$ cat src/dssg_pkg.sv
// Shared types, constants and helpers for the two-axis stepper sequencer.
// No dependencies; used by dssg_div, dssg_ctrl, dssg_dp and the top level.
`default_nettype none
package dssg_pkg;

  localparam int CNT_W       = 21;                // step counter width
  localparam int MOVE_W      = 21;                // move field width
  localparam int CAL_W       = 11;                // calibration register width
  localparam int SCALE_SHIFT = 9;                 // sensor scale of 512 as a shift
  localparam int DIV_W       = MOVE_W + SCALE_SHIFT;
  localparam int REM_W       = CNT_W + 1;
  localparam int ITER_W      = $clog2(DIV_W + 1);
  localparam int OP_W        = 3;
  localparam int CFG_IDX_W   = 2;

  localparam logic [CNT_W-1:0]        CNT_MAX   = {CNT_W{1'b1}};
  localparam logic signed [CAL_W-1:0] CAL_RESET = 11'sd341;
  localparam logic signed [CAL_W-1:0] CAL_HI    = 11'sd1022;
  localparam logic signed [CAL_W-1:0] CAL_LO    = -11'sd1022;
  localparam logic [2:0]              PHASE_RST = 3'd1;

  localparam logic [OP_W-1:0] OP_TICK   = 3'd0;
  localparam logic [OP_W-1:0] OP_LOAD   = 3'd1;
  localparam logic [OP_W-1:0] OP_SYNC   = 3'd2;
  localparam logic [OP_W-1:0] OP_SCALED = 3'd3;
  localparam logic [OP_W-1:0] OP_STOP   = 3'd4;

  localparam logic [CFG_IDX_W-1:0] CFG_CAL_A = 2'd0;
  localparam logic [CFG_IDX_W-1:0] CFG_CAL_B = 2'd1;

  typedef enum logic [2:0] {
    ST_IDLE,
    ST_SCALE_A,
    ST_SCALE_B,
    ST_SYNC,
    ST_RATIO,
    ST_FINISH
  } state_t;

  typedef struct packed {
    logic latch_in;    // capture op, motor B move and motor A sign
    logic load_raw;    // counts straight from the input move fields
    logic div_init_a;  // scaled divide for motor A
    logic div_init_b;  // scaled divide for motor B
    logic div_init_r;  // pacing ratio divide
    logic div_step;
    logic set_a;       // take quotient as motor A count
    logic set_b;
    logic set_sync;    // take quotient as pacing ratio
    logic commit;      // apply item and load the output register
  } cmd_t;

  typedef struct packed {
    logic running;
    logic need_ratio;
    logic div_done;
    logic out_free;
  } status_t;

  // Coil drive for one four-coil motor; odd phases are the ones used.
  function automatic logic [3:0] coil_lut(input logic [2:0] ph);
    logic [3:0] c;
    case (ph)
      3'd0:    c = 4'h1;
      3'd1:    c = 4'h3;
      3'd2:    c = 4'h2;
      3'd3:    c = 4'h6;
      3'd4:    c = 4'h4;
      3'd5:    c = 4'hC;
      3'd6:    c = 4'h8;
      3'd7:    c = 4'h9;
      default: c = 4'h0;
    endcase
    return c;
  endfunction

  function automatic logic [MOVE_W-1:0] move_mag(input logic [MOVE_W-1:0] v);
    return v[MOVE_W-1] ? (~v + 1'b1) : v;
  endfunction

  function automatic logic [CAL_W-1:0] cal_mag(input logic [CAL_W-1:0] v);
    return v[CAL_W-1] ? (~v + 1'b1) : v;
  endfunction

  function automatic logic cal_ok(input logic signed [CAL_W-1:0] v);
    return (v != '0) && (v <= CAL_HI) && (v >= CAL_LO);
  endfunction

endpackage
`default_nettype wire

$ cat src/dssg_div.sv
// Restoring serial divider, one quotient bit per cycle while step is high.
// Depends on dssg_pkg for widths.
`default_nettype none
module dssg_div (
  input  wire logic                        clk,
  input  wire logic                        rst_n,
  input  wire logic                        start,
  input  wire logic                        step,
  input  wire logic [dssg_pkg::DIV_W-1:0]  dividend,
  input  wire logic [dssg_pkg::CNT_W-1:0]  divisor,
  input  wire logic [dssg_pkg::ITER_W-1:0] iters,
  output logic                             done,
  output logic [dssg_pkg::DIV_W-1:0]       quot
);

  logic [dssg_pkg::REM_W-1:0]  rem_r, rem_nxt;
  logic [dssg_pkg::DIV_W-1:0]  quo_r, quo_nxt;
  logic [dssg_pkg::CNT_W-1:0]  dvs_r, dvs_nxt;
  logic [dssg_pkg::ITER_W-1:0] cnt_r, cnt_nxt;
  logic [dssg_pkg::REM_W-1:0]  rem_sh;
  logic [dssg_pkg::REM_W-1:0]  rem_dif;
  logic                        ge;

  always_comb begin
    rem_sh  = {rem_r[dssg_pkg::REM_W-2:0], quo_r[dssg_pkg::DIV_W-1]};
    rem_dif = rem_sh - {1'b0, dvs_r};
    ge      = rem_sh >= {1'b0, dvs_r};
    rem_nxt = rem_r;
    quo_nxt = quo_r;
    dvs_nxt = dvs_r;
    cnt_nxt = cnt_r;
    if (start) begin
      rem_nxt = '0;
      quo_nxt = dividend;
      dvs_nxt = divisor;
      cnt_nxt = iters;
    end else if (step && (cnt_r != '0)) begin
      rem_nxt = ge ? rem_dif : rem_sh;
      quo_nxt = {quo_r[dssg_pkg::DIV_W-2:0], ge};
      cnt_nxt = cnt_r - 1'b1;
    end
  end

  always_ff @(posedge clk) begin
    rem_r <= rem_nxt;
    quo_r <= quo_nxt;
    dvs_r <= dvs_nxt;
    if (!rst_n) begin
      cnt_r <= '0;
    end else begin
      cnt_r <= cnt_nxt;
    end
  end

  assign done = (cnt_r == '0);
  assign quot = quo_r;

endmodule
`default_nettype wire

$ cat src/dssg_ctrl.sv
// Sequencing controller: accepts items and walks the datapath through
// scaling, ratio division and commit. Depends on dssg_pkg.
`default_nettype none
module dssg_ctrl (
  input  wire logic                      clk,
  input  wire logic                      rst_n,
  input  wire logic                      in_valid,
  input  wire logic [dssg_pkg::OP_W-1:0] in_op,
  output logic                           in_stall,
  input  wire dssg_pkg::status_t         status,
  output dssg_pkg::cmd_t                 cmd
);

  dssg_pkg::state_t state_r, state_nxt;
  logic             is_load;

  always_ff @(posedge clk) begin
    if (!rst_n) begin
      state_r <= dssg_pkg::ST_IDLE;
    end else begin
      state_r <= state_nxt;
    end
  end

  always_comb begin
    is_load   = (in_op == dssg_pkg::OP_LOAD) || (in_op == dssg_pkg::OP_SYNC) ||
                (in_op == dssg_pkg::OP_SCALED);
    cmd       = '0;
    state_nxt = state_r;
    in_stall  = (state_r != dssg_pkg::ST_IDLE);
    case (state_r)
      dssg_pkg::ST_IDLE: begin
        if (in_valid) begin
          cmd.latch_in = 1'b1;
          if (is_load && !status.running) begin
            if (in_op == dssg_pkg::OP_SCALED) begin
              cmd.div_init_a = 1'b1;
              state_nxt      = dssg_pkg::ST_SCALE_A;
            end else begin
              cmd.load_raw = 1'b1;
              state_nxt    = dssg_pkg::ST_SYNC;
            end
          end else begin
            // tick, stop, rejected load, unused codes
            state_nxt = dssg_pkg::ST_FINISH;
          end
        end
      end
      dssg_pkg::ST_SCALE_A: begin
        if (!status.div_done) begin
          cmd.div_step = 1'b1;
        end else begin
          cmd.set_a      = 1'b1;
          cmd.div_init_b = 1'b1;
          state_nxt      = dssg_pkg::ST_SCALE_B;
        end
      end
      dssg_pkg::ST_SCALE_B: begin
        if (!status.div_done) begin
          cmd.div_step = 1'b1;
        end else begin
          cmd.set_b = 1'b1;
          state_nxt = dssg_pkg::ST_SYNC;
        end
      end
      dssg_pkg::ST_SYNC: begin
        if (status.need_ratio) begin
          cmd.div_init_r = 1'b1;
          state_nxt      = dssg_pkg::ST_RATIO;
        end else begin
          state_nxt = dssg_pkg::ST_FINISH;
        end
      end
      dssg_pkg::ST_RATIO: begin
        if (!status.div_done) begin
          cmd.div_step = 1'b1;
        end else begin
          cmd.set_sync = 1'b1;
          state_nxt    = dssg_pkg::ST_FINISH;
        end
      end
      dssg_pkg::ST_FINISH: begin
        if (status.out_free) begin
          cmd.commit = 1'b1;
          state_nxt  = dssg_pkg::ST_IDLE;
        end
      end
      default: begin
        state_nxt = dssg_pkg::ST_IDLE;
      end
    endcase
  end

endmodule
`default_nettype wire

$ cat src/dssg_dp.sv
// Datapath: motor state, calibration registers, divider operand muxing,
// tick stepping and the output register. Depends on dssg_pkg and dssg_div.
`default_nettype none
module dssg_dp (
  input  wire logic                                  clk,
  input  wire logic                                  rst_n,
  input  wire dssg_pkg::cmd_t                        cmd,
  output dssg_pkg::status_t                          status,
  input  wire logic [dssg_pkg::OP_W-1:0]             in_op,
  input  wire logic signed [dssg_pkg::MOVE_W-1:0]    in_move_a,
  input  wire logic signed [dssg_pkg::MOVE_W-1:0]    in_move_b,
  input  wire logic                                  cfg_valid,
  input  wire logic [dssg_pkg::CFG_IDX_W-1:0]        cfg_index,
  input  wire logic signed [dssg_pkg::CAL_W-1:0]     cfg_data,
  output logic                                       out_valid,
  input  wire logic                                  out_stall,
  output logic [3:0]                                 out_coils_a,
  output logic [3:0]                                 out_coils_b,
  output logic                                       out_busy_res,
  output logic                                       out_finished,
  output logic                                       out_rejected
);

  localparam int CW = dssg_pkg::CNT_W;
  localparam int PAD = dssg_pkg::DIV_W - dssg_pkg::CNT_W;

  logic signed [dssg_pkg::CAL_W-1:0] cal_a_r, cal_b_r;
  logic [dssg_pkg::OP_W-1:0]         op_r;
  logic [dssg_pkg::MOVE_W-1:0]       mb_r;
  logic                              ma_neg_r;

  logic [CW-1:0] left_a_r, left_a_nxt, left_b_r, left_b_nxt;
  logic          rev_a_r, rev_a_nxt, rev_b_r, rev_b_nxt;
  logic [2:0]    ph_a_r, ph_a_nxt, ph_b_r, ph_b_nxt;
  logic          slv_a_r, slv_a_nxt, slv_b_r, slv_b_nxt;
  logic [CW-1:0] pm_a_r, pm_a_nxt, pm_b_r, pm_b_nxt;
  logic [CW-1:0] rat_a_r, rat_a_nxt, rat_b_r, rat_b_nxt;
  logic          run_r, run_nxt;
  logic [1:0]    en_r, en_nxt;

  logic          ov_r, ov_nxt;
  logic [3:0]    oc_a_r, oc_a_nxt, oc_b_r, oc_b_nxt;
  logic          obusy_r, obusy_nxt, ofin_r, ofin_nxt, orej_r, orej_nxt;

  logic                              div_start;
  logic [dssg_pkg::DIV_W-1:0]        div_dvd;
  logic [CW-1:0]                     div_dvs;
  logic [dssg_pkg::ITER_W-1:0]       div_it;
  logic                              div_done;
  logic [dssg_pkg::DIV_W-1:0]        div_q;

  logic [CW-1:0] q_sat;
  logic          q_zero;
  logic          a_gt_b;
  logic          is_load;
  logic          a_go, b_go, a_hit, b_hit;
  logic [CW-1:0] left_a_t;
  logic          fin;

  dssg_div u_div (
    .clk      (clk),
    .rst_n    (rst_n),
    .start    (div_start),
    .step     (cmd.div_step),
    .dividend (div_dvd),
    .divisor  (div_dvs),
    .iters    (div_it),
    .done     (div_done),
    .quot     (div_q)
  );

  // divider operand select
  always_comb begin
    a_gt_b    = left_a_r > left_b_r;
    div_start = cmd.div_init_a | cmd.div_init_b | cmd.div_init_r;
    div_dvd   = {dssg_pkg::move_mag(in_move_a), dssg_pkg::SCALE_SHIFT'(0)};
    div_dvs   = CW'(dssg_pkg::cal_mag(cal_a_r));
    div_it    = dssg_pkg::ITER_W'(dssg_pkg::DIV_W);
    if (cmd.div_init_b) begin
      div_dvd = {dssg_pkg::move_mag(mb_r), dssg_pkg::SCALE_SHIFT'(0)};
      div_dvs = CW'(dssg_pkg::cal_mag(cal_b_r));
    end else if (cmd.div_init_r) begin
      // larger count over smaller, top aligned so CNT_W steps suffice
      div_dvd = a_gt_b ? {left_a_r, PAD'(0)} : {left_b_r, PAD'(0)};
      div_dvs = a_gt_b ? left_b_r : left_a_r;
      div_it  = dssg_pkg::ITER_W'(CW);
    end
  end

  assign q_zero = (div_q == '0);
  assign q_sat  = (div_q[dssg_pkg::DIV_W-1:CW] != '0) ? dssg_pkg::CNT_MAX : div_q[CW-1:0];

  always_comb begin
    is_load = (op_r == dssg_pkg::OP_LOAD) || (op_r == dssg_pkg::OP_SYNC) ||
              (op_r == dssg_pkg::OP_SCALED);

    // one tick: motor A first, motor B then sees A's updated count
    a_hit    = (pm_b_r == left_b_r);
    a_go     = (left_a_r != '0) && (!slv_a_r || a_hit);
    left_a_t = a_go ? left_a_r - 1'b1 : left_a_r;
    b_hit    = (pm_a_r == left_a_t);
    b_go     = (left_b_r != '0) && (!slv_b_r || b_hit);
    fin      = (left_a_t == '0) && (left_b_r - CW'(b_go) == '0);

    left_a_nxt = left_a_r;
    left_b_nxt = left_b_r;
    rev_a_nxt  = rev_a_r;
    rev_b_nxt  = rev_b_r;
    ph_a_nxt   = ph_a_r;
    ph_b_nxt   = ph_b_r;
    slv_a_nxt  = slv_a_r;
    slv_b_nxt  = slv_b_r;
    pm_a_nxt   = pm_a_r;
    pm_b_nxt   = pm_b_r;
    rat_a_nxt  = rat_a_r;
    rat_b_nxt  = rat_b_r;
    run_nxt    = run_r;
    en_nxt     = en_r;
    ov_nxt     = ov_r & out_stall;
    oc_a_nxt   = oc_a_r;
    oc_b_nxt   = oc_b_r;
    obusy_nxt  = obusy_r;
    ofin_nxt   = ofin_r;
    orej_nxt   = orej_r;

    if (cmd.load_raw) begin
      left_a_nxt = dssg_pkg::move_mag(in_move_a);
      left_b_nxt = dssg_pkg::move_mag(in_move_b);
      rev_a_nxt  = in_move_a[dssg_pkg::MOVE_W-1];
      rev_b_nxt  = in_move_b[dssg_pkg::MOVE_W-1];
    end
    if (cmd.load_raw || cmd.div_init_a) begin
      slv_a_nxt = 1'b0;
      slv_b_nxt = 1'b0;
    end
    if (cmd.set_a) begin
      left_a_nxt = q_sat;
      rev_a_nxt  = (ma_neg_r ^ cal_a_r[dssg_pkg::CAL_W-1]) && !q_zero;
    end
    if (cmd.set_b) begin
      left_b_nxt = q_sat;
      rev_b_nxt  = (mb_r[dssg_pkg::MOVE_W-1] ^ cal_b_r[dssg_pkg::CAL_W-1]) && !q_zero;
    end
    if (cmd.set_sync) begin
      if (a_gt_b) begin
        slv_b_nxt = 1'b1;
        rat_a_nxt = div_q[CW-1:0];
        pm_a_nxt  = left_a_r - div_q[CW-1:0];
      end else begin
        slv_a_nxt = 1'b1;
        rat_b_nxt = div_q[CW-1:0];
        pm_b_nxt  = left_b_r - div_q[CW-1:0];
      end
    end

    if (cmd.commit) begin
      ofin_nxt = 1'b0;
      orej_nxt = 1'b0;
      if (is_load) begin
        if (run_r) begin
          orej_nxt = 1'b1;
        end else begin
          run_nxt = 1'b1;
        end
      end else if (op_r == dssg_pkg::OP_STOP) begin
        run_nxt = 1'b0;
        en_nxt  = 2'b00;
      end else if ((op_r == dssg_pkg::OP_TICK) && run_r) begin
        left_a_nxt = left_a_t;
        if (a_go) begin
          ph_a_nxt = rev_a_r ? ph_a_r + 3'd6 : ph_a_r + 3'd2;
        end
        if ((left_a_r != '0) && slv_a_r && a_hit) begin
          pm_b_nxt = (pm_b_r < rat_b_r) ? '0 : pm_b_r - rat_b_r;
        end
        if (b_go) begin
          left_b_nxt = left_b_r - 1'b1;
          ph_b_nxt   = rev_b_r ? ph_b_r + 3'd6 : ph_b_r + 3'd2;
        end
        if ((left_b_r != '0) && slv_b_r && b_hit) begin
          pm_a_nxt = (pm_a_r < rat_a_r) ? '0 : pm_a_r - rat_a_r;
        end
        en_nxt = en_r | {b_go, a_go};
        if (fin) begin
          en_nxt   = 2'b00;
          run_nxt  = 1'b0;
          ofin_nxt = 1'b1;
        end
      end
      ov_nxt    = 1'b1;
      oc_a_nxt  = en_nxt[0] ? dssg_pkg::coil_lut(ph_a_nxt) : 4'h0;
      oc_b_nxt  = en_nxt[1] ? dssg_pkg::coil_lut(ph_b_nxt) : 4'h0;
      obusy_nxt = run_nxt;
    end
  end

  always_ff @(posedge clk) begin
    if (cmd.latch_in) begin
      op_r     <= in_op;
      mb_r     <= in_move_b;
      ma_neg_r <= in_move_a[dssg_pkg::MOVE_W-1];
    end
    oc_a_r  <= oc_a_nxt;
    oc_b_r  <= oc_b_nxt;
    obusy_r <= obusy_nxt;
    ofin_r  <= ofin_nxt;
    orej_r  <= orej_nxt;
    if (!rst_n) begin
      cal_a_r  <= dssg_pkg::CAL_RESET;
      cal_b_r  <= dssg_pkg::CAL_RESET;
      left_a_r <= '0;
      left_b_r <= '0;
      rev_a_r  <= 1'b0;
      rev_b_r  <= 1'b0;
      ph_a_r   <= dssg_pkg::PHASE_RST;
      ph_b_r   <= dssg_pkg::PHASE_RST;
      slv_a_r  <= 1'b0;
      slv_b_r  <= 1'b0;
      pm_a_r   <= '0;
      pm_b_r   <= '0;
      rat_a_r  <= '0;
      rat_b_r  <= '0;
      run_r    <= 1'b0;
      en_r     <= 2'b00;
      ov_r     <= 1'b0;
    end else begin
      if (cfg_valid && (cfg_index == dssg_pkg::CFG_CAL_A) && dssg_pkg::cal_ok(cfg_data)) begin
        cal_a_r <= cfg_data;
      end
      if (cfg_valid && (cfg_index == dssg_pkg::CFG_CAL_B) && dssg_pkg::cal_ok(cfg_data)) begin
        cal_b_r <= cfg_data;
      end
      left_a_r <= left_a_nxt;
      left_b_r <= left_b_nxt;
      rev_a_r  <= rev_a_nxt;
      rev_b_r  <= rev_b_nxt;
      ph_a_r   <= ph_a_nxt;
      ph_b_r   <= ph_b_nxt;
      slv_a_r  <= slv_a_nxt;
      slv_b_r  <= slv_b_nxt;
      pm_a_r   <= pm_a_nxt;
      pm_b_r   <= pm_b_nxt;
      rat_a_r  <= rat_a_nxt;
      rat_b_r  <= rat_b_nxt;
      run_r    <= run_nxt;
      en_r     <= en_nxt;
      ov_r     <= ov_nxt;
    end
  end

  always_comb begin
    status.running    = run_r;
    status.need_ratio = (op_r != dssg_pkg::OP_LOAD) && (left_a_r != '0) &&
                        (left_b_r != '0) && (left_a_r != left_b_r);
    status.div_done   = div_done;
    status.out_free   = !ov_r || !out_stall;
  end

  assign out_valid    = ov_r;
  assign out_coils_a  = oc_a_r;
  assign out_coils_b  = oc_b_r;
  assign out_busy_res = obusy_r;
  assign out_finished = ofin_r;
  assign out_rejected = orej_r;

endmodule
`default_nettype wire

$ cat src/dual_stepper_sync_step_generator.sv
// Two-axis stepper step sequencer, top level. One result per item, held in an
// output register. The next item is accepted only after the current one is
// committed. Scaled counts and the pacing ratio are set by the single shared
// serial divider, one bit per cycle.
// Reset (rst_n low, synchronous): idle, motors stopped, output invalid, calibration back to 341.
`default_nettype none
module dual_stepper_sync_step_generator (
  input  wire logic                                clk,
  input  wire logic                                rst_n,
  input  wire logic                                in_valid,
  output logic                                     in_stall,
  input  wire logic [dssg_pkg::OP_W-1:0]           in_op,
  input  wire logic signed [dssg_pkg::MOVE_W-1:0]  in_move_a,
  input  wire logic signed [dssg_pkg::MOVE_W-1:0]  in_move_b,
  output logic                                     out_valid,
  input  wire logic                                out_stall,
  output logic [3:0]                               out_coils_a,
  output logic [3:0]                               out_coils_b,
  output logic                                     out_busy_res,
  output logic                                     out_finished,
  output logic                                     out_rejected,
  input  wire logic                                cfg_valid,
  output logic                                     cfg_ready,
  input  wire logic [dssg_pkg::CFG_IDX_W-1:0]      cfg_index,
  input  wire logic signed [dssg_pkg::CAL_W-1:0]   cfg_data
);

  dssg_pkg::cmd_t    cmd;
  dssg_pkg::status_t status;

  // calibration transfers are always taken
  assign cfg_ready = 1'b1;

  dssg_ctrl u_ctrl (
    .clk      (clk),
    .rst_n    (rst_n),
    .in_valid (in_valid),
    .in_op    (in_op),
    .in_stall (in_stall),
    .status   (status),
    .cmd      (cmd)
  );

  dssg_dp u_dp (
    .clk          (clk),
    .rst_n        (rst_n),
    .cmd          (cmd),
    .status       (status),
    .in_op        (in_op),
    .in_move_a    (in_move_a),
    .in_move_b    (in_move_b),
    .cfg_valid    (cfg_valid),
    .cfg_index    (cfg_index),
    .cfg_data     (cfg_data),
    .out_valid    (out_valid),
    .out_stall    (out_stall),
    .out_coils_a  (out_coils_a),
    .out_coils_b  (out_coils_b),
    .out_busy_res (out_busy_res),
    .out_finished (out_finished),
    .out_rejected (out_rejected)
  );

endmodule
`default_nettype wire

$ cat config.mk
export PLATFORM = sky130hd
export DESIGN_NAME = dual_stepper_sync_step_generator
export DESIGN_NICKNAME = d
export VERILOG_FILES = /design/src/dssg_pkg.sv /design/src/dssg_div.sv /design/src/dssg_ctrl.sv /design/src/dssg_dp.sv /design/src/dual_stepper_sync_step_generator.sv
export SDC_FILE = /design/constraint.sdc
export NUM_CORES = 1
export LEC_CHECK = 0
export BUFFER_PORTS_ARGS = -buffer_cell sky130_fd_sc_hd__buf_2
export CAP_MARGIN = 20
export CORE_MARGIN = 3
export CORE_UTILIZATION = 30
export DETAILED_ROUTE_END_ITERATION = 10
export MAX_ROUTING_LAYER = met4
export PLACE_DENSITY = 0.52
export SLEW_MARGIN = 30
export SYNTH_ARGS = -nofsm -noshare
export SYNTH_HDL_FRONTEND = slang
export SYNTH_SLANG_ARGS = --single-unit
export TNS_END_PERCENT = 100
$ cat constraint.sdc
create_clock -name clk -period 10.9 [get_ports clk]
set_input_delay 0.545 -clock clk [delete_from_list [all_inputs] [get_ports clk]]
set_output_delay 0.545 -clock clk [all_outputs]
set_load 0.01 [all_outputs]
; ---- Word level (Yosys, flattened, before mapping)
; Memories as Yosys holds them, arrays and structs flattened. A register that Yosys moved wholly into a read port is not among the register bits.
; Index checks and enable logic that the tools add are counted.
[classes]
add_sub_neg = 18
mul = 0
n_div = 0
magnitude_cmp = 6
eq_ne = 22
shift = 0
muxes = 107
n_bitwise = 14
reduce_logical = 59
[op_table]
columns = op, n
row1 = $mux 21, 36
row2 = $mux 30, 5
row3 = $sub 21x21->21, 5
row4 = $add 21x1->21 const B, 3
row5 = $not 21->21, 3
row6 = $mux 3, 20
row7 = $mux 11, 4
row8 = $eq 21x21->1, 2
row9 = $logic_not 21->1, 2
row10 = $lt 21x21->1, 2
row11 = $reduce_bool 21->1, 2
row12 = $sub 21x1->21 const B, 2
row13 = $logic_not 30->1, 1
row14 = $mux 1, 30
row15 = $add 11x1->11 const B, 2
row16 = $ge 22x21->1, 1
row17 = $not 11->11, 2
row18 = $gt 21x21->1, 1
row19 = $logic_and 1x1->1, 21
row20 = $ne 21x21->1, 1
row21 = $sub 21x1->21, 1
row22 = $eq 3x2->1 const B, 6
row23 = $pmux 3 s6, 1
row24 = $mux 5, 3
row25 = other kinds (32), 70
[totals]
regBits = 270
latchBits = 0
ram_bits = 0
rom_bits = 64
out_inout_bits = 14
memories = 2
[memory_table]
columns = memory, words, width, rd, rd_clocked_by_memory_dff, wr, line_no
row1 = (no name shown), 8, 4, 1, 1, 0, dssg_pkg.sv:63  ; case (ph)
row2 = (no name shown), 8, 4, 1, 1, 0, dssg_pkg.sv:63

; ---- Logic depth before layout (Yosys ltp)
; Gate-level depths: netlist of run 1.
[depth]
word_depth = 16
ltp_mapped = 26
ltp_nobuf = 24

; ---- Modules after synthesis
; Synthesis of run 1 repeated with hierarchy kept, for this count alone.
[unflattened]
cells_unflattened = 2954
area_unflattened_um2 = 22935.7
[modules_own_cells]
columns = mod, instances, cells_per_inst, area_per_inst_um2, seq_area_each_um2
row1 = dssg_dp, 1, 2481, 18046.1, 4284.1
row2 = dssg_div, 1, 426, 4531.8, 2052.0
row3 = dssg_ctrl, 1, 45, 346.6, 60.1
row4 = dual_stepper_sync_step_generator, 1, 2, 11.3, 0.0

; ---- Worst setup path before layout of run 1
; Ideal clock, no wire load.
[synth_timing]
path_type = reg2reg
start = register u_dp.left_a_r[0]
end = register u_dp.oc_b_r[0] (netlist: u_dp.out_coils_b[0]) (data pin)
setup_time_ps = 256
t_arrival_ps = 5484
required_ps = 10644
setup_slack_ps = 5160
stages_incl_launch_ff = 26
path_buffers = 1
period_less_slack_ps = 5740
path_cell_list = dfxtp_1 clkbuf_1 inv_1 ha_1 nor4b_1 and3_1 a211o_1 o21a_4 or4_4 mux2_4 nor4_4 nand4_2 o21a_1 nor2_1 ha_1 nor4b_1 nand3_1 nor3_1 nand4_1 nor2_1 and4_1 nand4_1 nor4_1 a2bb2oi_1 nor2_1 a22o_1
[synth_via]
elab_chain_len = 15
word_cells_on_any_way = 23
classes_between = add/sub (2) / eq/ne (1) / mux (11) / bitwise (1) / reduce/logical (8)
[synth_rtl]
columns = item, line_no
row1 = start: declaration, dssg_dp.sv:32  ; logic [CW-1:0] left_a_r, left_a_nxt, left_b_r, left_b_nxt;
row2 = start signal: assignment, dssg_dp.sv:233  ; left_a_r <= left_a_nxt;
row3 = "parallel branches: the longest is 2 deep, another holds $sub 21x1->21", --
row4 = $mux 21 (*), dssg_dp.sv:100  ; left_a_t = a_go ? left_a_r - 1'b1 : left_a_r;
row5 = $eq 21x21->1, dssg_dp.sv:101  ; b_hit = (pm_a_r == left_a_t);
row6 = $logic_or 1x1->1, dssg_dp.sv:102  ; b_go = (left_b_r != '0) && (!slv_b_r || b_hit);
row7 = $logic_and 1x1->1, dssg_dp.sv:102
row8 = $sub 21x1->21, dssg_dp.sv:103  ; fin = (left_a_t == '0) && (left_b_r - CW'(b_go) == '0);
row9 = $logic_not 21->1, dssg_dp.sv:103
row10 = $logic_and 1x1->1, dssg_dp.sv:103
row11 = $mux 2, dssg_dp.sv:184  ; if (fin) begin
row12 = $mux 2, dssg_dp.sv:168  ; end else if ((op_r == dssg_pkg::OP_TICK) && run_r) begin
row13 = $mux 2, dssg_dp.sv:165  ; end else if (op_r == dssg_pkg::OP_STOP) begin
row14 = $mux 2, dssg_dp.sv:159  ; if (is_load) begin
row15 = $mux 2, dssg_dp.sv:156  ; if (cmd.commit) begin
row16 = $logic_not 1->1 (no source line), --
row17 = end: declaration, dssg_dp.sv:42  ; logic [3:0] oc_a_r, oc_a_nxt, oc_b_r, oc_b_nxt;
; Mark *: on every way between the ends. The select of a mux whose other input is x is not followed.
; A chain may end at the register's enable or synchronous reset.

; ---- Worst setup path after layout of run 1
[layout_timing]
start = register u_dp.left_b_r[8]
end = register u_dp.oc_b_r[2] (netlist: u_dp.out_coils_b[2]) (data pin)
[layout_via]
elab_chain_len = 16
word_cells_on_any_way = 24
classes_between = add/sub (1) / eq/ne (2) / mux (11) / bitwise (1) / reduce/logical (9)
[layout_rtl]
columns = item, line_no
row1 = start: declaration, dssg_dp.sv:32
row2 = start signal: assignment, dssg_dp.sv:234  ; left_b_r <= left_b_nxt;
row3 = $eq 21x21->1, dssg_dp.sv:98  ; a_hit = (pm_b_r == left_b_r);
row4 = $logic_or 1x1->1, dssg_dp.sv:99  ; a_go = (left_a_r != '0) && (!slv_a_r || a_hit);
row5 = $logic_and 1x1->1, dssg_dp.sv:99
row6 = $mux 21, dssg_dp.sv:100
row7 = $eq 21x21->1, dssg_dp.sv:101
row8 = $logic_or 1x1->1, dssg_dp.sv:102
row9 = $logic_and 1x1->1, dssg_dp.sv:102
row10 = $sub 21x1->21, dssg_dp.sv:103
row11 = $logic_not 21->1, dssg_dp.sv:103
row12 = $logic_and 1x1->1, dssg_dp.sv:103
row13 = $mux 2, dssg_dp.sv:184
row14 = $mux 2, dssg_dp.sv:168
row15 = $mux 2, dssg_dp.sv:165
row16 = $mux 2, dssg_dp.sv:159
row17 = $mux 2, dssg_dp.sv:156
row18 = $logic_not 1->1 (no source line), --
; Several ways; a longest one is shown, not always the timed one. The select of a mux whose other input is x is not followed.

==> results of run 1 <==
==> logic make-up after synthesis <==
family / count (synthesis)
muxes: 73
DFF: 276
other: 1
adders and majority gates: 141
AOI/OAI and AO/OA: 793
xor gates and xnor gates: 227
and+or+nand+nor: 980
buffers and inverters: 318
==> power groups by stage <==
stage / clock network, uW / registers [uW] / logic (uW)
after floorplan: 0 / 1620 / 4650
after global placement: 0 / 1890 / 6440
after detailed placement: 0 / 1890 / 6370
after CTS: 1330 / 1870 / 6410
after global routing: 1360 / 1920 / 7040
final: 1300 / 1890 / 6490
==> metal layers <==
| layer | share of wire, % | routed length (um) | vias to the layer above | GRT usage [%] |
|---|---|---|---|---|
| met5 | 0 | 0 | - | - |
| met4 | 3.0 | 2560 | 0 | 6.75 |
| met3 | 7.3 | 6220 | 116 | 3.66 |
| met2 | 43 | 36900 | 669 | 34.1 |
| met1 | 47 | 39900 | 9889 | 31.6 |
| li1 | - | - | 9981 | - |
==> cell usage after synthesis (17+ instances only) <==
library cell and n:
nor2_1 298, nand2_1 296, o21ai_0 252, a21oi_1 229, dfxtp_1 189, inv_1 160, xnor2_1 142, ha_1 135
clkbuf_1 126, edfxtp_1 87, xor2_1 84, nand3_1 80, mux2i_1 68, nor3_1 50, nor2b_1 38, o21a_1 33
nor4_1 32, a211oi_1 31, or3_1 31, a21o_1 30, nand2b_1 30, nand4_1 26, a31oi_1 23, o31ai_1 23
o211ai_1 22, and3_1 21, or2_2 17
==> worst paths after layout <==
| path | from | endpoint | slack, ns | cells past startpoint |
|---|---|---|---|---|
| worst max-delay path | u_dp.left_b_r[8] | u_dp.out_coils_b[2] | 3.30 | 22 |
| worst min-delay path | in_move_b[13] | u_dp.mb_r[13] | 0.18 | 1 |
| worst max register to register | u_dp.left_b_r[8] | u_dp.out_coils_b[2] | 3.30 | 22 |
| worst min register to register | u_dp.rat_a_r[15] | u_dp.rat_a_r[15] | 0.45 | 2 |
==> layout make-up <==
type | count | area [um^2]
well taps | 950 | 1190
inverters | 161 | 607
clock inverters | 24 | 269
flip-flops and latches | 276 | 6400
diodes | 2 | 5.00
fillers | 7722 | 47300
clock buffers | 46 | 1000
repair buffers | 107 | 616
multi-input cells | 2215 | 14200
==> worst max-delay path: cells and delay by family (launching register included) <==
kind | cells | cell delay (ns)
adders and majority gates | 1 | 0.20
and+or+nand+nor | 14 | 3.89
AOI/OAI and AO/OA | 5 | 2.26
xor gates and xnor gates | 2 | 0.29
DFF | 1 | 0.69
==> placed cells by master, fill, tap and decap left out, types with 33 or more instances in the layout <==
| cell type | count |
|---|---|
| a21oi_1 | 228 |
| buf_2 | 75 |
| clkbuf_16 | 38 |
| dfxtp_1 | 189 |
| edfxtp_1 | 87 |
| ha_1 | 135 |
| inv_1 | 160 |
| mux2i_1 | 68 |
| nand2_1 | 295 |
| nand3_1 | 78 |
| nor2_1 | 294 |
| nor2b_1 | 38 |
| nor3_1 | 50 |
| o21a_1 | 33 |
| o21ai_0 | 251 |
| xnor2_1 | 142 |
| xor2_1 | 84 |
==> through the flow <==
| step | setup slack [ns] | std cells | instance area, um^2 | util, % | total power, uW |
|---|---|---|---|---|---|
| after floorplan | 5.16 | 2809 | 21700 | - | 6270 |
| final | 3.30 | 3781 | 24300 | 33.9 | 9680 |
| after global placement | 3.64 | 3708 | 23000 | 32.1 | 8330 |
| after CTS | 3.36 | 3779 | 24300 | 33.9 | 9620 |
| after detailed placement | 3.37 | 3709 | 23000 | 32.1 | 8270 |
| after global routing | 2.76 | 3781 | 24300 | 33.9 | 10300 |
==> results.tsv, run 1 <==
stage	metric	value	unit
status	outcome	finished, final reports clean	
drt	detailedRoute.firstIterationViolations	1708	
power	ir_drop	0.259	mV
setup_path	timing.critical_path.to_type	flop	
sta	setup_viol	0	
finish	fin_nets	3002	
logic_synthesis	synthesis.instances	2809	
clock_tree	clk_pin_slew	0.06	ns
power	p_per_area	399	mW/mm^2
finish	share_of_layout_cells_above_drive_strength_1	8.38	%
floorplanning	top_level_ports	77	
logic_synthesis	synth_top_family_by_area	compound AO/OA/AOI/OAI gates	
sta	worst-slew-pin-transition	1.00	ns
logic_synthesis	synth_seq_cells	276	
sta	hold_violations	0	
sta	rsz_0062_raised_after_global_routing	false	
floorplanning	rows	98	
setup_path	setup.worst_path.class	reg -> reg	
clock_tree	cts_setup_buffers	0	
sta	slew_violations	0	
clock_tree	cts-hold-fix-buffers	0	
power	p_clk_share	13.4	%
logic_synthesis	async_reset_ff_share	0	%
logic_synthesis	synth_fa_ha_area_share	8.28	%
setup_path	critical_path.max_fanout	15	
drt	first_pass_iters	5	
logic_synthesis	post_synth_xor_area_fraction	9.21	%
setup_path	cp_slowest_stage_delay	0.75	ns
grt	grtUsageTotal	22.8	%
logic_synthesis	muxShareOfSynthArea	3.41	%
sta	totalNegativeSetupSlack	0	ns
clock_tree	clk_latency	0.59	ns
floorplanning	core_region_area	0.0716	mm^2
drt	post_detailed_route_drc_marker_count	0	
grt	grt_first_pass_wirelength	127000	um
logic_synthesis	post_synth_edffs	87	
logic_synthesis	synthFlopType	dfxtp_1	
logic_synthesis	synthSimpleGateAreaFrac	21.3	%
logic_synthesis	yosysTopAreaCell	dfxtp_1	
logic_synthesis	synth.avg_cell_area	7.74	um^2
logic_synthesis	synth.net_count	3012	
drt	post_drt_wl_per_cell	22.6	um
logic_synthesis	yosysUniqueCellTypes	95	
drt	totalWireLength	85500	um
clock_tree	cts-buffers-inserted	38	
logic_synthesis	synth_warn	0	
logic_synthesis	yosys-top-cells-area	dfxtp_1 (17%), edfxtp_1 (12%), ha_1 (7.8%), o21ai_0 (5.8%), xnor2_1 (5.7%)	
setup_path	cp-start-kind	flop	
logic_synthesis	yosysSeqAreaShare	29.4	%
clock_tree	tritoncts	built	
sta	maxSlewHeadroom	32.6	%
min_path	hold_path_class	in -> reg	
sta	fin_crit_sh	69.7	%
power	cellInternalPower	4560	uW
grt	antenna_found_initial	3	
drt	route.vias.total	20700	
sta	timing.final.crit_period	7.60	ns
clock_tree	clock-sinks	276	
grt	largest_net_degree_at_the_start_of_global_routing	73	
clock_tree	ctsHtreeMaxLevel	2	
setup_path	worstPathCellList	xnor2_1, nand4_1, or4_1, o21ai_2, and3_1, xnor2_1, a2111oi_0, nand4_2, o21a_1, nor2_1, ha_1, nor4b_1, nand3_1, nor3_1, nand4_1, nor2_1, and4_1, nand4_1, nor4_1, a2bb2oi_1, nor2_1, a22o_1	
logic_synthesis	synth_compound_area_share	22.7	%
power	total_leakage_power	0.00924	uW
drt	drt.antenna.violating_nets	0	
grt	globalRoute.totalOverflow	0	
power	switching_share	52.8	%
clock_tree	clock_tree.buffer_depth	3	
placement	dp_hpwl	65000	um
clock_tree	root_buffer	clkbuf_16	
setup_path	worstPathArrival	7.92	ns
sta	worst_clock_skew	0.0338	ns
floorplanning	chipWidth	275	um
power	combPwrFrac	67.0	%
placement	placement.io_buffers	75	
logic_synthesis	synthesis.area	0.0217	mm^2
setup_path	cp_slowest_cell	o21ai_2	
drt	vias_per_cell	5.46	
sta	timing.fmax	0.132	GHz
floorplanning	initial_utilization	30.3	%
run	drv.max_cap_violation_count	0	
logic_synthesis	yosys.area.top_type_share	17.4	%
power	sequential_power_share	19.5	%
finish	synthToLayoutAreaGrowth	11.7	%
placement	globalplace.congestion	1.00	
floorplanning	die-area	0.0757	mm^2
setup_path	critical_path_required	11.22	ns
sta	hold_ws	0.183	ns
finish	largest_register_ff_count	30	
grt	number_of_global_route_vias_before_repair	19500	
floorplanning	dieHeight	275	um
power	switching_power	5120	uW
clock_tree	ctsResizeCount	0	
Note: power is estimated with default switching activity, not from simulation.
==> run 2, diff against run 1 <==
==> constraint.sdc (replaced) <==
create_clock -name clk -period 7.5 [get_ports clk]
set_input_delay 0.375 -clock clk [delete_from_list [all_inputs] [get_ports clk]]
set_output_delay 0.375 -clock clk [all_outputs]
set_load 0.01 [all_outputs]
==> results.tsv, run 2 (same netlist as run 1, synthesis figures left out) <==
stage	metric	value	unit	change
status	outcome	finished, final reports clean		unchanged
grt	globalRoute.totalOverflow	0		unchanged
floorplanning	core_region_area	0.0716	mm^2	unchanged
clock_tree	ctsHtreeMaxLevel	2		unchanged
power	ir_drop	0.536	mV	was 0.259 mV
clock_tree	clock-sinks	276		unchanged
drt	route.vias.total	21000		was 20,700
setup_path	cp-start-kind	flop		unchanged
setup_path	worstPathCellList	xnor2_1, nand4_1, or4_1, o21a_4, or4_4, mux2_4, nor4_4, nand4_2, o21a_1, nor2_1, ha_1, nor4b_1, nand3_1, nor3_1, nand4_1, nor2_1, and4_1, nand4_1, nor4_2, a2bb2oi_1, nor2_1, a22o_1		was xnor2_1, nand4_1, or4_1, o21ai_2, and3_1, xnor2_1, a2111oi_0, nand4_2, o21a_1, nor2_1, ha_1, nor4b_1, nand3_1, nor3_1, nand4_1, nor2_1, and4_1, nand4_1, nor4_1, a2bb2oi_1, nor2_1, a22o_1
placement	dp_hpwl	65900	um	was 65,000 um
setup_path	setup.worst_path.class	reg -> reg		unchanged
grt	grtUsageTotal	23.2	%	was 22.8%
finish	share_of_layout_cells_above_drive_strength_1	9.26	%	was 8.38%
sta	worst-slew-pin-transition	0.923	ns	was 1.00 ns
placement	placement.io_buffers	75		unchanged
grt	grt_first_pass_wirelength	129000	um	was 127,000 um
sta	rsz_0062_raised_after_global_routing	false		unchanged
floorplanning	dieHeight	275	um	unchanged
setup_path	cp_slowest_stage_delay	0.75	ns	about the same
min_path	holdPathStages	1		unchanged
floorplanning	chipWidth	275	um	unchanged
power	total_leakage_power	0.00941	uW	was 0.00924 uW
min_path	hold_path_class	in -> reg		unchanged
clock_tree	cts_setup_buffers	0		unchanged
setup_path	critical_path.max_fanout	15		unchanged
sta	totalNegativeSetupSlack	0	ns	unchanged
sta	maxSlewHeadroom	36.7	%	was 32.6%
sta	timing.final.crit_period	6.95	ns	was 7.60 ns
clock_tree	cts-buffers-inserted	38		unchanged
setup_path	cp_slowest_cell	or4_1		was o21ai_2
finish	largest_register_ff_count	30		unchanged
drt	totalWireLength	86300	um	was 85,500 um
sta	worst_clock_skew	0.0386	ns	was 0.0338 ns
sta	setup_viol	0		unchanged
sta	timing.fmax	0.144	GHz	was 0.132 GHz
placement	placement.cell_area	0.0232	mm^2	was 0.0230 mm^2
finish	stdcell_area	0.0245	mm^2	was 0.0243 mm^2
finish	synthToLayoutAreaGrowth	12.9	%	was 11.7%
setup_path	critical_path_required	7.83	ns	was 11.22 ns
drt	post_drt_wl_per_cell	22.6	um	about the same
run	drv.max_cap_violation_count	0		unchanged
grt	antenna_found_initial	6		was 3
clock_tree	root_buffer	clkbuf_16		unchanged
floorplanning	die-area	0.0757	mm^2	unchanged
floorplanning	initial_utilization	30.3	%	unchanged
drt	first_pass_iters	5		unchanged
drt	vias_per_cell	5.51		was 5.46
setup_path	worstPathArrival	7.28	ns	was 7.92 ns
drt	detailedRoute.firstIterationViolations	2075		was 1,708
clock_tree	clock_tree.buffer_depth	3		unchanged
clock_tree	clk_latency	0.59	ns	about the same
drt	drt.antenna.violating_nets	0		unchanged
placement	globalplace.congestion	0.975		was 1.00
grt	largest_net_degree_at_the_start_of_global_routing	54		was 73
finish	seqCellArea	0.00640	mm^2	unchanged
finish	multi_input_comb_area	0.0142	mm^2	about the same
finish	nFillCells	7685		was 7,722
sta	hold_violations	0		unchanged
drt	post_detailed_route_drc_marker_count	0		unchanged
floorplanning	top_level_ports	77		unchanged
setup_path	timing.critical_path.to_type	flop		unchanged
setup_path	reg2regPathDepth	22		unchanged
clock_tree	tritoncts	built		unchanged
floorplanning	rows	98		unchanged
sta	slew_violations	0		unchanged
finish	layout.cells.most_common	nand2_1		unchanged
sta	fin_crit_sh	92.7	%	was 69.7%
finish	final_cell_mix	nand2_1 (295), nor2_1 (293), o21ai_0 (251)		was nand2_1 (295), nor2_1 (294), o21ai_0 (251)
finish	fin_nets	3036		was 3,002
grt	number_of_global_route_vias_before_repair	19500		about the same
clock_tree	clk_pin_slew	0.06	ns	about the same
power	p_per_area	579	mW/mm^2	was 399 mW/mm^2
## run 2: changes by cell type in the layout (fill, tap and decap cells not counted), sizes merged
cell | previous run | this run
buf | 107 | 139
clkbuf | 46 | 52
clkinvlp | 3 | 0
dlygate4sd3 | 0 | 2
bufinv | 4 | 3
clkinv | 14 | 13
inv | 164 | 163
## run 2: per-stage QoR
step                      std cells  setup WS (ns)  util (%)  hold slack (ns)  total power, uW
final                          3815          0.547      34.3           0.0355            14200
after global routing           3815         0.0638      34.3           0.0163            15200
after CTS                      3813          0.501      34.2          0.00402            14100
after detailed placement       3741          0.498      32.5            0.447            12100
after global placement         3740          0.640      32.4            0.444            12200
after floorplan                2809           1.76         -            0.436             9120
## run 2: power breakdown
group | total, uW | internal (uW) | switching, uW
logic | 9700 | 3600 | 6100
clock network | 1870 | 1100 | 771
registers | 2630 | 2070 | 564
## run 2: worst paths after layout
path	startpoint	endpoint	slack [ns]
worst max register to register	u_dp.pm_b_r[1]	u_dp.out_coils_b[2]	0.55
worst max-delay path	u_dp.pm_b_r[1]	u_dp.out_coils_b[2]	0.55
worst min-delay path	in_move_b[1]	u_dp.mb_r[1]	0.04
worst min register to register	u_dp.rat_b_r[7]	u_dp.rat_b_r[7]	0.45
## run 2: what timing repair did
action                                  in CTS  in global routing
endpoints found under the setup margin       0                  2
resized for setup                            0                  1
hold buffers                                 2                  0
endpoints found under the hold margin        2                  0
## run 2: metal layers
metal	share of wire (%)	global-route usage [%]	vias up
met5	0	-	-
met3	8.5	4.15	126
li1	-	-	10000
met2	43	34.5	820
met1	46	31.8	10000
met4	2.9	6.89	0
## run 2: critical path, delay by kind of cell, from the launching register on
kind	cells	cell delay, ns
AO/OA/AOI/OAI	4	1.33
XOR/XNOR	1	0.22
adder cells (fa/ha/maj)	1	0.20
flip-flops	1	0.35
multiplexers	1	0.34
AND/OR/NAND/NOR	15	4.24
## run 2: area by class of cell
cell class                      count  share of cell area (%)
Inverter                          161                    2.47
Timing Repair Buffer              141                    3.62
Antenna cell                        2                  0.0204
Sequential cell                   276                    26.1
Clock inverter                     18                   0.811
Clock buffer                       52                    4.29
Multi-Input combinational cell   2215                    57.9
Tap cell                          950                    4.85
==> run 3, diff against run 2 <==
--- a/config.mk
+++ b/config.mk
@@ -5,13 +5,17 @@
 export SDC_FILE = /design/constraint.sdc
 export NUM_CORES = 1
 export LEC_CHECK = 0
+export ABC_CLOCK_PERIOD_IN_PS = 7500
 export BUFFER_PORTS_ARGS = -buffer_cell sky130_fd_sc_hd__buf_2
 export CAP_MARGIN = 20
+export CELL_PAD_IN_SITES_DETAIL_PLACEMENT = 0
+export CELL_PAD_IN_SITES_GLOBAL_PLACEMENT = 1
 export CORE_MARGIN = 3
 export CORE_UTILIZATION = 30
+export CTS_BUF_LIST = sky130_fd_sc_hd__clkbuf_8
 export DETAILED_ROUTE_END_ITERATION = 10
 export MAX_ROUTING_LAYER = met4
-export PLACE_DENSITY = 0.52
+export PLACE_DENSITY = 0.62
 export SLEW_MARGIN = 30
 export SYNTH_ARGS = -nofsm -noshare
 export SYNTH_HDL_FRONTEND = slang
==> results.tsv, run 3 (same netlist as run 1, synthesis figures left out) <==
stage	metric	value	unit	change
clock_tree	cts-buffers-inserted	57		was 38
status	outcome	finished, final reports clean		unchanged
grt	grt_first_pass_wirelength	135000	um	was 129,000 um
sta	worst_clock_skew	0.0367	ns	was 0.0386 ns
grt	number_of_global_route_vias_before_repair	20400		was 19,500
setup_path	cp_slowest_cell	or4_1		unchanged
drt	vias_per_cell	5.44		was 5.51
placement	placement.io_buffers	75		unchanged
sta	timing.fmax	0.146	GHz	was 0.144 GHz
sta	worst-slew-pin-transition	0.981	ns	was 0.923 ns
floorplanning	rows	98		unchanged
setup_path	critical_path.max_fanout	8		was 15
finish	nFillCells	7582		was 7,685
floorplanning	dieHeight	275	um	unchanged
floorplanning	chipWidth	275	um	unchanged
sta	maxSlewHeadroom	34.4	%	was 36.7%
clock_tree	tritoncts	built		unchanged
finish	fin_nets	3095		was 3,036
min_path	holdPathStages	1		unchanged
sta	totalNegativeSetupSlack	0	ns	unchanged
floorplanning	core_region_area	0.0716	mm^2	unchanged
sta	rsz_0062_raised_after_global_routing	false		unchanged
floorplanning	top_level_ports	77		unchanged
setup_path	reg2regPathDepth	23		was 22
power	post-layout-total-power	14100	uW	was 14,200 uW
setup_path	regToRegSetupSlack	0.65	ns	was 0.55 ns
placement	dpl_worst_slack	0.773	ns	was 0.498 ns
drt	detailedRoute.firstIterationViolations	1942		was 2,075
grt	globalRoute.totalOverflow	0		unchanged
setup_path	timing.critical_path.to_type	flop		unchanged
sta	timing.final.crit_period	6.85	ns	was 6.95 ns
power	total_leakage_power	0.00963	uW	was 0.00941 uW
run	drv.max_cap_violation_count	0		unchanged
finish	synthToLayoutAreaGrowth	14.0	%	was 12.9%
clock_tree	clock_tree.buffer_depth	3		unchanged
drt	drt.antenna.violating_nets	0		unchanged
sta	hold_violations	0		unchanged
setup_path	setup.worst_path.class	reg -> reg		unchanged
clock_tree	root_buffer	clkbuf_8		was clkbuf_16
sta	slew_violations	0		unchanged
grt	largest_net_degree_at_the_start_of_global_routing	74		was 54
grt	antenna_found_initial	2		was 6
clock_tree	clk_pin_slew	0.06	ns	about the same
setup_path	critical_path_required	7.90	ns	was 7.83 ns
setup_path	critical-path-top-delay-family	simple AND/OR/NAND/NOR gates		unchanged
drt	first_pass_iters	5		unchanged
grt	grtUsageTotal	24.4	%	was 23.2%
finish	final_cell_mix	nand2_1 (294), nor2_1 (294), o21ai_0 (251)		was nand2_1 (295), nor2_1 (293), o21ai_0 (251)
drt	post_detailed_route_drc_marker_count	0		unchanged
drt	totalWireLength	91100	um	was 86,300 um
finish	share_of_layout_cells_above_drive_strength_1	10.1	%	was 9.26%
power	p_per_area	570	mW/mm^2	was 579 mW/mm^2
placement	dp_hpwl	70600	um	was 65,900 um
drt	post_drt_wl_per_cell	23.4	um	was 22.6 um
clock_tree	clk_latency	0.69	ns	was 0.59 ns
sta	fin_crit_sh	91.3	%	was 92.7%
drt	route.vias.total	21200		was 21,000
sta	setup_viol	0		unchanged
floorplanning	initial_utilization	30.3	%	unchanged
min_path	hold_path_class	in -> reg		unchanged
placement	globalplace.congestion	0.940		was 0.975
clock_tree	clock-sinks	276		unchanged
clock_tree	cts-hold-fix-buffers	35		was 2
clock_tree	cts_setup_buffers	0		unchanged
power	ir_drop	0.333	mV	was 0.536 mV
clock_tree	ctsHtreeMaxLevel	2		unchanged
clock_tree	ctsResizeCount	0		unchanged
setup_path	cp_slowest_stage_delay	0.75	ns	about the same
sta	fin_ws	0.651	ns	was 0.547 ns
setup_path	cp-start-kind	flop		unchanged
setup_path	worstPathCellList	xnor2_1, nand4_1, or4_1, o21ai_1, a31oi_1, a211o_1, nor4_1, nand4_2, o21a_1, nor2_1, ha_1, nor4b_1, nand3_1, nor3_1, nand4_1, nor2_1, and4_1, nand4_1, nor4_1, buf_4, a2bb2oi_1, nor2_1, a22o_1		was xnor2_1, nand4_1, or4_1, o21a_4, or4_4, mux2_4, nor4_4, nand4_2, o21a_1, nor2_1, ha_1, nor4b_1, nand3_1, nor3_1, nand4_1, nor2_1, and4_1, nand4_1, nor4_2, a2bb2oi_1, nor2_1, a22o_1
setup_path	worstPathArrival	7.25	ns	was 7.28 ns
finish	largest_register_ff_count	30		unchanged
floorplanning	die-area	0.0757	mm^2	unchanged
setup_path	cp_num_buf_inv	1		was 0
setup_path	worstSetupPathDepth	23		was 22
[run 3: cell types whose count changed in the layout (fill, tap and decap cells not counted), moves of 2 or more]
cell           previous run  this run
clkbuf_8                  5        61
clkbuf_16                38         0
dlygate4sd3_1             2        35
inv_1                   160       180
clkbuf_1                  9         0
clkinv_2                  4        12
buf_4                    63        70
clkinvlp_4                0         3
nor4_1                   28        31
nor4_2                    7         4
clkinv_1                  8         6
[run 3: final timing paths]
check,from,end
max,u_dp.left_b_r[11],u_dp.out_coils_b[2]
min,in_move_a[20],u_dp.ma_neg_r
max reg2reg,u_dp.left_b_r[11],u_dp.out_coils_b[2]
min reg2reg,u_dp.rat_a_r[6],u_dp.rat_a_r[6]
[run 3: cell type report]
type | instances | area [um^2] | share of cell area (%)
sequential | 276 | 6400 | 25.8
clock inverter | 46 | 288 | 1.16
antenna | 2 | 5.00 | 0.0202
timing repair buffer | 181 | 1270 | 5.13
tap | 950 | 1190 | 4.80
inverter | 161 | 607 | 2.45
clock buffer | 61 | 840 | 3.39
multi-input combinational | 2215 | 14200 | 57.2
[run 3: power breakdown]
group          internal [uW]  switching (uW)
clock network            857             778
registers               2070             580
logic                   3610            6210
total                   6540            7570
[run 3: layer usage]
layer | share of wire [%] | global-route usage [%]
met3 | 5.1 | 2.98
met2 | 45 | 38.3
met1 | 47 | 32.8
met4 | 3.4 | 7.59
met5 | 0 | -
[run 3: per-stage QoR]
| stage | hold slack (ns) | std cells | util (%) | cell area [um^2] |
|---|---|---|---|---|
| 5_1_grt | 0.0946 | 3892 | 34.6 | 24800 |
| 6_report | 0.0976 | 3892 | 34.6 | 24800 |
| 3_5_place_dp | 0.449 | 3747 | 32.5 | 23300 |
| 3_3_place_gp | 0.443 | 3747 | 32.5 | 23300 |
| 4_1_cts | 0.0518 | 3889 | 34.5 | 24700 |
| 2_1_floorplan | 0.436 | 2809 | - | 21700 |
